**src/rtl/core/hofus_pkg.sv**
```systemverilog
// Shared types and constants for the Hall/observer angle and speed fusion block.
`default_nettype none

package hofus_pkg;

    localparam int ANGLE_BITS       = 16;
    localparam int SPEED_BITS       = 24;
    localparam int WEIGHT_FRAC_BITS = 16;

    localparam int MIN_SPEED_W = SPEED_BITS - 1;
    localparam int MAX_ERR_W   = ANGLE_BITS;
    localparam int WEIGHT_W    = WEIGHT_FRAC_BITS + 1;

    localparam int CFG_INDEX_W = 8;
    localparam int CFG_DATA_W  = 32;

    localparam logic [MIN_SPEED_W-1:0] MIN_SPEED_RST = MIN_SPEED_W'(2560);
    localparam logic [MAX_ERR_W-1:0]   MAX_ERR_RST   = MAX_ERR_W'(10923);
    localparam logic [WEIGHT_W-1:0]    WEIGHT_RST    = WEIGHT_W'(6554);

    typedef enum logic [CFG_INDEX_W-1:0] {
        REG_MIN_SPEED       = 8'd0,
        REG_MAX_ANGLE_ERROR = 8'd1,
        REG_ANGLE_WEIGHT    = 8'd2,
        REG_SPEED_WEIGHT    = 8'd3
    } cfg_reg_t;

    typedef enum logic [1:0] {
        MODE_FIRST     = 2'd0,
        MODE_LOW_SPEED = 2'd1,
        MODE_DIVERGED  = 2'd2,
        MODE_BLENDED   = 2'd3
    } fusion_mode_t;

    typedef struct packed {
        logic        [ANGLE_BITS-1:0] obs_angle;
        logic signed [SPEED_BITS-1:0] obs_speed;
        logic        [ANGLE_BITS-1:0] hall_angle;
        logic signed [SPEED_BITS-1:0] hall_vel;
    } in_item_t;

    typedef struct packed {
        logic        [ANGLE_BITS-1:0] fused_angle;
        logic signed [SPEED_BITS-1:0] fused_vel;
        logic        [1:0]            fusion_mode;
    } out_item_t;

    typedef struct packed {
        logic [MIN_SPEED_W-1:0] min_speed;
        logic [MAX_ERR_W-1:0]   max_angle_error;
        logic [WEIGHT_W-1:0]    angle_weight;
        logic [WEIGHT_W-1:0]    speed_weight;
    } cfg_t;

endpackage

`default_nettype wire

```
**src/rtl/core/hofus_cfg.sv**
```systemverilog
// Configuration register file for the fusion block.
`default_nettype none

module hofus_cfg (
    input  wire logic                               aclk,
    input  wire logic                               aresetn,
    input  wire logic                               cfg_valid,
    output      logic                               cfg_ready,
    input  wire logic [hofus_pkg::CFG_INDEX_W-1:0]  cfg_index,
    input  wire logic [hofus_pkg::CFG_DATA_W-1:0]   cfg_data,
    output      hofus_pkg::cfg_t                    cfg
);
    import hofus_pkg::*;

    cfg_t cfg_reg;

    assign cfg_ready = 1'b1;
    assign cfg         = cfg_reg;

    always_ff @(posedge aclk) begin
        if (!aresetn) begin
            cfg_reg.min_speed       <= MIN_SPEED_RST;
            cfg_reg.max_angle_error <= MAX_ERR_RST;
            cfg_reg.angle_weight    <= WEIGHT_RST;
            cfg_reg.speed_weight    <= WEIGHT_RST;
        end else if (cfg_valid) begin
            // unknown indexes drop silently
            case (cfg_index)
                REG_MIN_SPEED:       cfg_reg.min_speed       <= cfg_data[MIN_SPEED_W-1:0];
                REG_MAX_ANGLE_ERROR: cfg_reg.max_angle_error <= cfg_data[MAX_ERR_W-1:0];
                REG_ANGLE_WEIGHT:    cfg_reg.angle_weight    <= cfg_data[WEIGHT_W-1:0];
                REG_SPEED_WEIGHT:    cfg_reg.speed_weight    <= cfg_data[WEIGHT_W-1:0];
                default: begin
                end
            endcase
        end
    end

endmodule

`default_nettype wire

```
**src/rtl/core/hofus_calc.sv**
```systemverilog
// Single-pass fusion datapath: mode decision, angle correction and speed blend.
`default_nettype none

module hofus_calc (
    input  wire hofus_pkg::in_item_t  item,
    input  wire hofus_pkg::cfg_t      cfg,
    input  wire logic                 started,
    output      hofus_pkg::out_item_t result
);
    import hofus_pkg::*;

    localparam int ERR_W   = ANGLE_BITS + 2;
    localparam int APROD_W = ERR_W + WEIGHT_W + 1;
    localparam int SDIF_W  = SPEED_BITS + 1;
    localparam int SPROD_W = SDIF_W + WEIGHT_W + 1;
    localparam int DS_W    = SPROD_W - WEIGHT_FRAC_BITS;
    localparam int FS_W    = DS_W + 1;

    localparam logic signed [ERR_W-1:0] HALF = ERR_W'(1) <<< (ANGLE_BITS - 1);
    localparam logic signed [ERR_W-1:0] FULL = ERR_W'(1) <<< ANGLE_BITS;

    logic        [SPEED_BITS-1:0] speed_mag;
    logic signed [ERR_W-1:0]      err_raw;
    logic signed [ERR_W-1:0]      err;
    logic        [ERR_W-1:0]      err_mag;
    logic signed [APROD_W-1:0]    aprod;
    logic signed [APROD_W-1:0]    corr;
    logic signed [SDIF_W-1:0]     sdif;
    logic signed [SPROD_W-1:0]    sprod;
    logic signed [DS_W-1:0]       ds;
    logic signed [FS_W-1:0]       fs_wide;
    logic signed [SPEED_BITS-1:0] fs_sat;
    logic                         fs_ovf;

    always_comb begin
        // magnitude fits unsigned even for the most negative speed
        speed_mag = item.obs_speed[SPEED_BITS-1] ? SPEED_BITS'(-item.obs_speed)
                                                 : SPEED_BITS'(item.obs_speed);

        err_raw = $signed(ERR_W'(item.hall_angle)) - $signed(ERR_W'(item.obs_angle));
        // fold only strictly beyond half a turn
        if (err_raw > HALF) begin
            err = err_raw - FULL;
        end else if (err_raw < -HALF) begin
            err = err_raw + FULL;
        end else begin
            err = err_raw;
        end
        err_mag = err[ERR_W-1] ? ERR_W'(-err) : ERR_W'(err);

        aprod = $signed(APROD_W'(err)) * $signed(APROD_W'({1'b0, cfg.angle_weight}));
        corr  = aprod >>> WEIGHT_FRAC_BITS;

        sdif  = $signed(SDIF_W'(item.hall_vel)) - $signed(SDIF_W'(item.obs_speed));
        sprod = $signed(SPROD_W'(sdif)) * $signed(SPROD_W'({1'b0, cfg.speed_weight}));
        ds    = DS_W'(sprod >>> WEIGHT_FRAC_BITS);

        fs_wide = $signed(FS_W'(item.obs_speed)) + $signed(FS_W'(ds));
        fs_ovf  = (fs_wide[FS_W-1:SPEED_BITS-1] != {(FS_W-SPEED_BITS+1){1'b0}})
               && (fs_wide[FS_W-1:SPEED_BITS-1] != {(FS_W-SPEED_BITS+1){1'b1}});
        if (fs_ovf) begin
            fs_sat = fs_wide[FS_W-1] ? {1'b1, {(SPEED_BITS-1){1'b0}}}
                                     : {1'b0, {(SPEED_BITS-1){1'b1}}};
        end else begin
            fs_sat = fs_wide[SPEED_BITS-1:0];
        end

        if (!started) begin
            result.fused_angle = item.hall_angle;
            result.fused_vel   = item.hall_vel;
            result.fusion_mode = MODE_FIRST;
        end else if (speed_mag < SPEED_BITS'(cfg.min_speed)) begin
            result.fused_angle = item.obs_angle;
            result.fused_vel   = item.obs_speed;
            result.fusion_mode = MODE_LOW_SPEED;
        end else if (err_mag > ERR_W'(cfg.max_angle_error)) begin
            result.fused_angle = item.hall_angle;
            result.fused_vel   = item.hall_vel;
            result.fusion_mode = MODE_DIVERGED;
        end else begin
            result.fused_angle = item.obs_angle + corr[ANGLE_BITS-1:0];
            result.fused_vel   = fs_sat;
            result.fusion_mode = MODE_BLENDED;
        end
    end

endmodule

`default_nettype wire

```
**src/rtl/core/hall_observer_angle_speed_fusion_top.sv**
```systemverilog
// Top level of the Hall/observer angle and speed fusion block.
`default_nettype none

// Fuses an observer angle/speed pair with a Hall-sensor pair, one result beat per
// input beat. Throughput is one beat per clock while m_ready holds: the angle and speed
// multipliers sit in one combinational pass between the input register and the result
// register. A beat moves from the input register into the result register when that
// register is free or draining. While a result waits, the input register still takes
// one more beat; later beats stall until the result drains. The first beat after reset
// returns the Hall values. Registers are written through the cfg channel (index 0
// min_speed, 1 max_angle_error, 2 angle_weight, 3 speed_weight); write them only while
// no beat is in flight.
module hall_observer_angle_speed_fusion_top (
    input  wire logic                              aclk,
    input  wire logic                              aresetn,
    input  wire logic                              s_valid,
    output      logic                              s_ready,
    input  wire hofus_pkg::in_item_t               s_data,
    output      logic                              m_valid,
    input  wire logic                              m_ready,
    output      hofus_pkg::out_item_t              m_data,
    input  wire logic                              cfg_valid,
    output      logic                              cfg_ready,
    input  wire logic [hofus_pkg::CFG_INDEX_W-1:0] cfg_index,
    input  wire logic [hofus_pkg::CFG_DATA_W-1:0]  cfg_data
);
    import hofus_pkg::*;

    cfg_t      cfg;
    in_item_t  in_data_reg;
    logic      in_valid_reg;
    out_item_t out_data_reg;
    logic      out_valid_reg;
    logic      started_reg;
    out_item_t calc_result;
    logic      advance;

    hofus_cfg u_cfg (
        .aclk      (aclk),
        .aresetn   (aresetn),
        .cfg_valid (cfg_valid),
        .cfg_ready (cfg_ready),
        .cfg_index (cfg_index),
        .cfg_data  (cfg_data),
        .cfg       (cfg)
    );

    hofus_calc u_calc (
        .item    (in_data_reg),
        .cfg     (cfg),
        .started (started_reg),
        .result  (calc_result)
    );

    // move the held beat into the result register when it is free or draining
    assign advance = in_valid_reg && (!out_valid_reg || m_ready);
    assign s_ready = !in_valid_reg || advance;
    assign m_valid = out_valid_reg;
    assign m_data  = out_data_reg;

    always_ff @(posedge aclk) begin
        if (!aresetn) begin
            in_valid_reg  <= 1'b0;
            out_valid_reg <= 1'b0;
            started_reg   <= 1'b0;
        end else begin
            if (s_ready) begin
                in_valid_reg <= s_valid;
            end
            if (advance) begin
                out_valid_reg <= 1'b1;
                started_reg   <= 1'b1;
            end else if (m_ready) begin
                out_valid_reg <= 1'b0;
            end
        end
    end

    always_ff @(posedge aclk) begin
        if (s_valid && s_ready) begin
            in_data_reg <= s_data;
        end
        if (advance) begin
            out_data_reg <= calc_result;
        end
    end

endmodule

`default_nettype wire

```
**config.mk**
```make
export PLATFORM = sky130hd
export DESIGN_NAME = hall_observer_angle_speed_fusion_top
export DESIGN_NICKNAME = d
export VERILOG_FILES = /design/src/rtl/core/hofus_pkg.sv /design/src/rtl/core/hofus_cfg.sv /design/src/rtl/core/hofus_calc.sv /design/src/rtl/core/hall_observer_angle_speed_fusion_top.sv
export SDC_FILE = /design/constraint.sdc
export NUM_CORES = 2
export LEC_CHECK = 0
export ABC_AREA = 1
export BUFFER_PORTS_ARGS = -buffer_cell sky130_fd_sc_hd__clkbuf_2
export CAP_MARGIN = 20
export CORE_UTILIZATION = 50
export CTS_CLUSTER_DIAMETER = 30
export DETAILED_ROUTE_END_ITERATION = 10
export PLACE_DENSITY = 0.67
export SLEW_MARGIN = 0
export SYNTH_ARGS = -nofsm -noshare
export SYNTH_HDL_FRONTEND = slang
export SYNTH_HIERARCHICAL = 1
export SYNTH_SLANG_ARGS = --single-unit
```
**constraint.sdc**
```tcl
create_clock -name aclk -period 14.12 [get_ports aclk]
set_input_delay 1.412 -clock aclk [delete_from_list [all_inputs] [get_ports aclk]]
set_output_delay 1.412 -clock aclk [all_outputs]
set_load 0.005 [all_outputs]
```
* After elaboration in Yosys (flattened, before gate mapping)
Index checks and enable logic that the tools add are counted.
Operators by class: magnitude comparators 4, muxes and demuxes 11, multipliers 2, equality and inequality tests 4, add/sub/neg operators 8, div/mod/pow operators 0, bitwise gates (word level) 1, shifts and indexed selects 0, reduce and logical (&&, ||, !) cells 15
Operator list (number):
- two-way mux 42 bit | 3
- two-way mux 24 bit | 3
- two-way mux 18 bit | 3
- multiplier 25 x 18 -> 43 bit | 1
- multiplier 18 x 18 -> 32 bit | 1
- adder 24 x 27 -> 28 bit | 1
- subtractor 24 x 24 -> 25 bit | 1
- < comparator 24 x 23 -> 1 bit | 1
- negation 24 bit | 1
- adder 18 bit (second input constant) | 1
- > comparator 18 x 16 -> 1 bit | 1
- > comparator 18 x 17 -> 1 bit (second input constant) | 1
- < comparator 18 x 16 -> 1 bit (second input constant) | 1
- negation 18 bit | 1
- subtractor 18 bit (second input constant) | 1
- subtractor 16 x 16 -> 17 bit | 1
- adder 16 bit | 1
- == test 8 x 2 -> 1 bit (second input constant) | 2
- == test 8 x 1 -> 1 bit (second input constant) | 1
- zero test 8 bit | 1
- AND reduction 2 bit | 4
- != test 5 bit (second input constant) | 1
- nonzero test 5 bit | 1
- logical AND 1 bit | 3
- 6 further kinds | 9
Storage, ports and cells: word-level logic and storage cells 60, bits in writable memories 0, latch bits 0, flip-flop bits (word level) 198, bits in read-only memories 0, memories kept 0

* Depth between registers and ports, before layout
depth in word-level cells 10, depth in mapped cells 58

* Cells and area by module
The synthesis kept the hierarchy.
Modules (own cells, without submodules):
- hofus_calc | area each 32194.6 µm², times used 1, cells an instance 4225
- hall_observer_angle_speed_fusion_top | area each 3791.1 µm², times used 1, cells an instance 138
- hofus_cfg | area each 3049.2 µm², times used 1, cells an instance 415

* Worst setup path before layout
No wires, ideal clock.
path type register -> register, start point reg in_data_reg[40] (netlist name), end point reg out_data_reg (netlist bit m_data[8]) (data pin), setup time 0.272 ns, slack 4.338 ns, period minus slack after synthesis 9.782 ns, stages on the path, launching flop included 49, path buffers 1, data arrival time 9.510 ns, path through edfxtp_1 -> ha_1 -> fa_1 -> o21ai_1 -> nand2_1 -> nand2_1 -> a21oi_1 -> o21ai_1 -> a31oi_1 -> o21ai_1 -> xor2_1 -> nand2_1 -> fa_1 -> inv_1 -> fa_1 -> fa_1 -> fa_1 -> fa_1 -> [... 13 more ...] -> ha_1 -> nand2_1 -> nor2_2 -> nor3b_2 -> nand4_1 -> nand3_2 -> a21o_4 -> nand2_2 -> nand2_2 -> xor2_2 -> nand2_1 -> nor2_1 -> nand2_1 -> a21oi_4 -> buf_6 -> o21ai_1 -> nand2_1 -> o211ai_1
RTL lines:
- from (decl) | line hall_observer_angle_speed_fusion_top.sv:30 | in_item_t in_data_reg;
- from (signal assigned) | line hall_observer_angle_speed_fusion_top.sv:81 | in_data_reg <= s_data;
- to (signal assigned) | line hall_observer_angle_speed_fusion_top.sv:84 | out_data_reg <= calc_result;
- to (decl) | line hall_observer_angle_speed_fusion_top.sv:32 | out_item_t out_data_reg;

==> metrics <==
die height 281 µm; Final #Nets 5,979; Vias per Instance 5.27; Largest stage delay, worst path 0.61 ns; Initial DRT Pass Iterations 6; status completed; Initial Util 0.505; Synth cell types 66; CP max-delay cell fa_1; Reg2Reg Setup Slack 2.10 ns; DR vias 31.1k; post-synthesis sequential area ratio 0.133; fin crit period 12.02 ns; Synth Cell Area 39,000 µm²; clock buffer depth 2; Post-synth top cells inv_1, nand2_1, fa_1; setup TNS 0 ns; Synth area leader fa_1; nature of the critical path startpoint flop; FF+latch count, synth 198; Port Buffers 159; fillers 7,381; Cells after DPL 5,872; first-pass GRT wire length 171,000 µm; # hold bufs at CTS 0; Worst Max-Slew Pin Slew 1.10 ns; Max Clk Rate 83.2 MHz; post-route ant nets 0; Yosys top cell area share 0.358; CP arrival 12.24 ns; synth-to-layout area growth 6.09%; Post-synth EDFFs 122; yosys warns 6; Clk Tree Root Cell clkbuf_16; unrepaired setup endpoints after global routing false; Die ar. 79,200 µm²; worst hold path class flop to flop; Gate Count Post-Synth 4,778; H-tree depth 4; CTS tree done; most common cell in the netlist inv_1; Clock Sinks 198; row cnt 102; vias in the first global route 31.7k; placer congestion estimate 0.936; Setup CP Type flop to flop; half-perimeter wire length after placement 87,500 µm; Layout Skew 0.0124 ns; Die X-Extent 281 µm; Syn Nets 5,904; Synth Flop Type edfxtp_1; layout cells sized above 1 0.0760; initial antenna violation count 3; final slew viol count 0; Avg Cell Area, Syn 8.17 µm²; Post-route DRC 0; Resized Gates After CTS 0; wire length per cell 18.0 µm; Final Hold Viols 0; # IOs 170; largest net degree at the start of global routing 81; grt ovf 0; ys async rst share 0; max-cap violation count 0; worst skew pair latency 0.48 ns; period utilization 0.851; max reg flops 80; final WL 106,000 µm; area of the core 77,300 µm²; Worst slew margin 0.268; total CTS buffers 17; CTS clock-pin slew for the worst setup and hold paths 0.08 ns; number of setup buffers added after CTS 0; Total GRT Usage 0.282; final setup fails 0; top cells by area, synth fa_1, inv_1, ha_1; post-route insts no fill 5,907; crit end category flop; CP max FO 23; required time worst endpoint 14.34 ns; DR iter-0 viols 2,229
## cells in the final DEF (no fill, tap or decap), types with 10 or more instances in the layout
master,count
fa_1,698
edfxtp_1,122
o21ai_1,23
a31oi_1,12
nand2_4,11
clkbuf_2,159
clkinv_1,17
xor2_1,100
xnor2_1,45
or2_2,40
a211oi_1,10
inv_2,10
buf_4,37
o21ai_0,74
inv_1,1168
ha_1,303
nand3_1,174
a21oi_1,244
nor2_1,515
nand4_1,21
clkbuf_16,17
o211ai_1,30
nor2_2,13
dfxtp_1,76
nor3_1,29
nand2_1,774
nand2_2,23
## critical path, delay by kind of cell (launching register included)
kind | cells | cell delay, ns
AOI/OAI and AO/OA | 13 | 2.73
xor gates and xnor gates | 3 | 0.75
adders and majority gates | 10 | 4.45
buffers and inverters | 5 | 0.69
DFF | 1 | 0.52
and+or+nand+nor | 18 | 2.54
## cells by family after synthesis
kind of cell,Yosys count,synth area share
buffers and inverters,1338,0.132
other,1,0.0000961
adder cells (fa/ha/maj),1001,0.455
AO/OA/AOI/OAI,458,0.0678
AND/OR/NAND/NOR,1632,0.177
flip-flops,198,0.133
XOR/XNOR,150,0.0344
## per-stage QoR
step           worst slack (ns)  utilization  area, µm²  hold WS (ns)
2_1_floorplan              4.34            -      39000         0.427
4_1_cts                    2.23        0.535      41400         0.466
3_3_place_gp               2.37        0.527      40700         0.440
5_1_grt                    1.29        0.535      41400         0.501
6_report                   2.10        0.535      41400         0.467
3_5_place_dp               2.26        0.527      40700         0.449
## final timing paths
kind	from	to	cells past startpoint
worst min register to register	u_cfg/cfg[35]$_SDFFE_PN1P_	u_cfg/cfg[35]$_SDFFE_PN1P_	2
worst max-delay path	in_data_reg[40]$_DFFE_PP_	m_data[4]$_DFFE_PP_	49
worst max register to register	in_data_reg[40]$_DFFE_PP_	m_data[4]$_DFFE_PP_	49
worst min-delay path	u_cfg/cfg[35]$_SDFFE_PN1P_	u_cfg/cfg[35]$_SDFFE_PN1P_	2
## per-layer routing
metal / vias up / GRT usage / part of all wire
li1: 14500 / - / -
met1: 15300 / 0.398 / 0.44
met2: 1151 / 0.434 / 0.45
met3: 159 / 0.0563 / 0.080
met4: 4 / 0.0941 / 0.030
met5: - / 0.00549 / 0.00067
## final cells by class
type / instances / area (µm²) / share of cell area
clock inverters: 15 / 184 / 0.00444
repair buffers: 198 / 1130 / 0.0273
well taps: 1040 / 1300 / 0.0314
inverters: 1196 / 4490 / 0.108
clock buffers: 17 / 425 / 0.0103
flip-flops and latches: 198 / 5180 / 0.125
diodes: 1 / 2.50 / 0.0000604
multi-input cells: 3242 / 28700 / 0.693
Power is left out: the tool's default activity adds up to more than one toggle a clock period on the data nets, which glitch-free logic cannot reach.
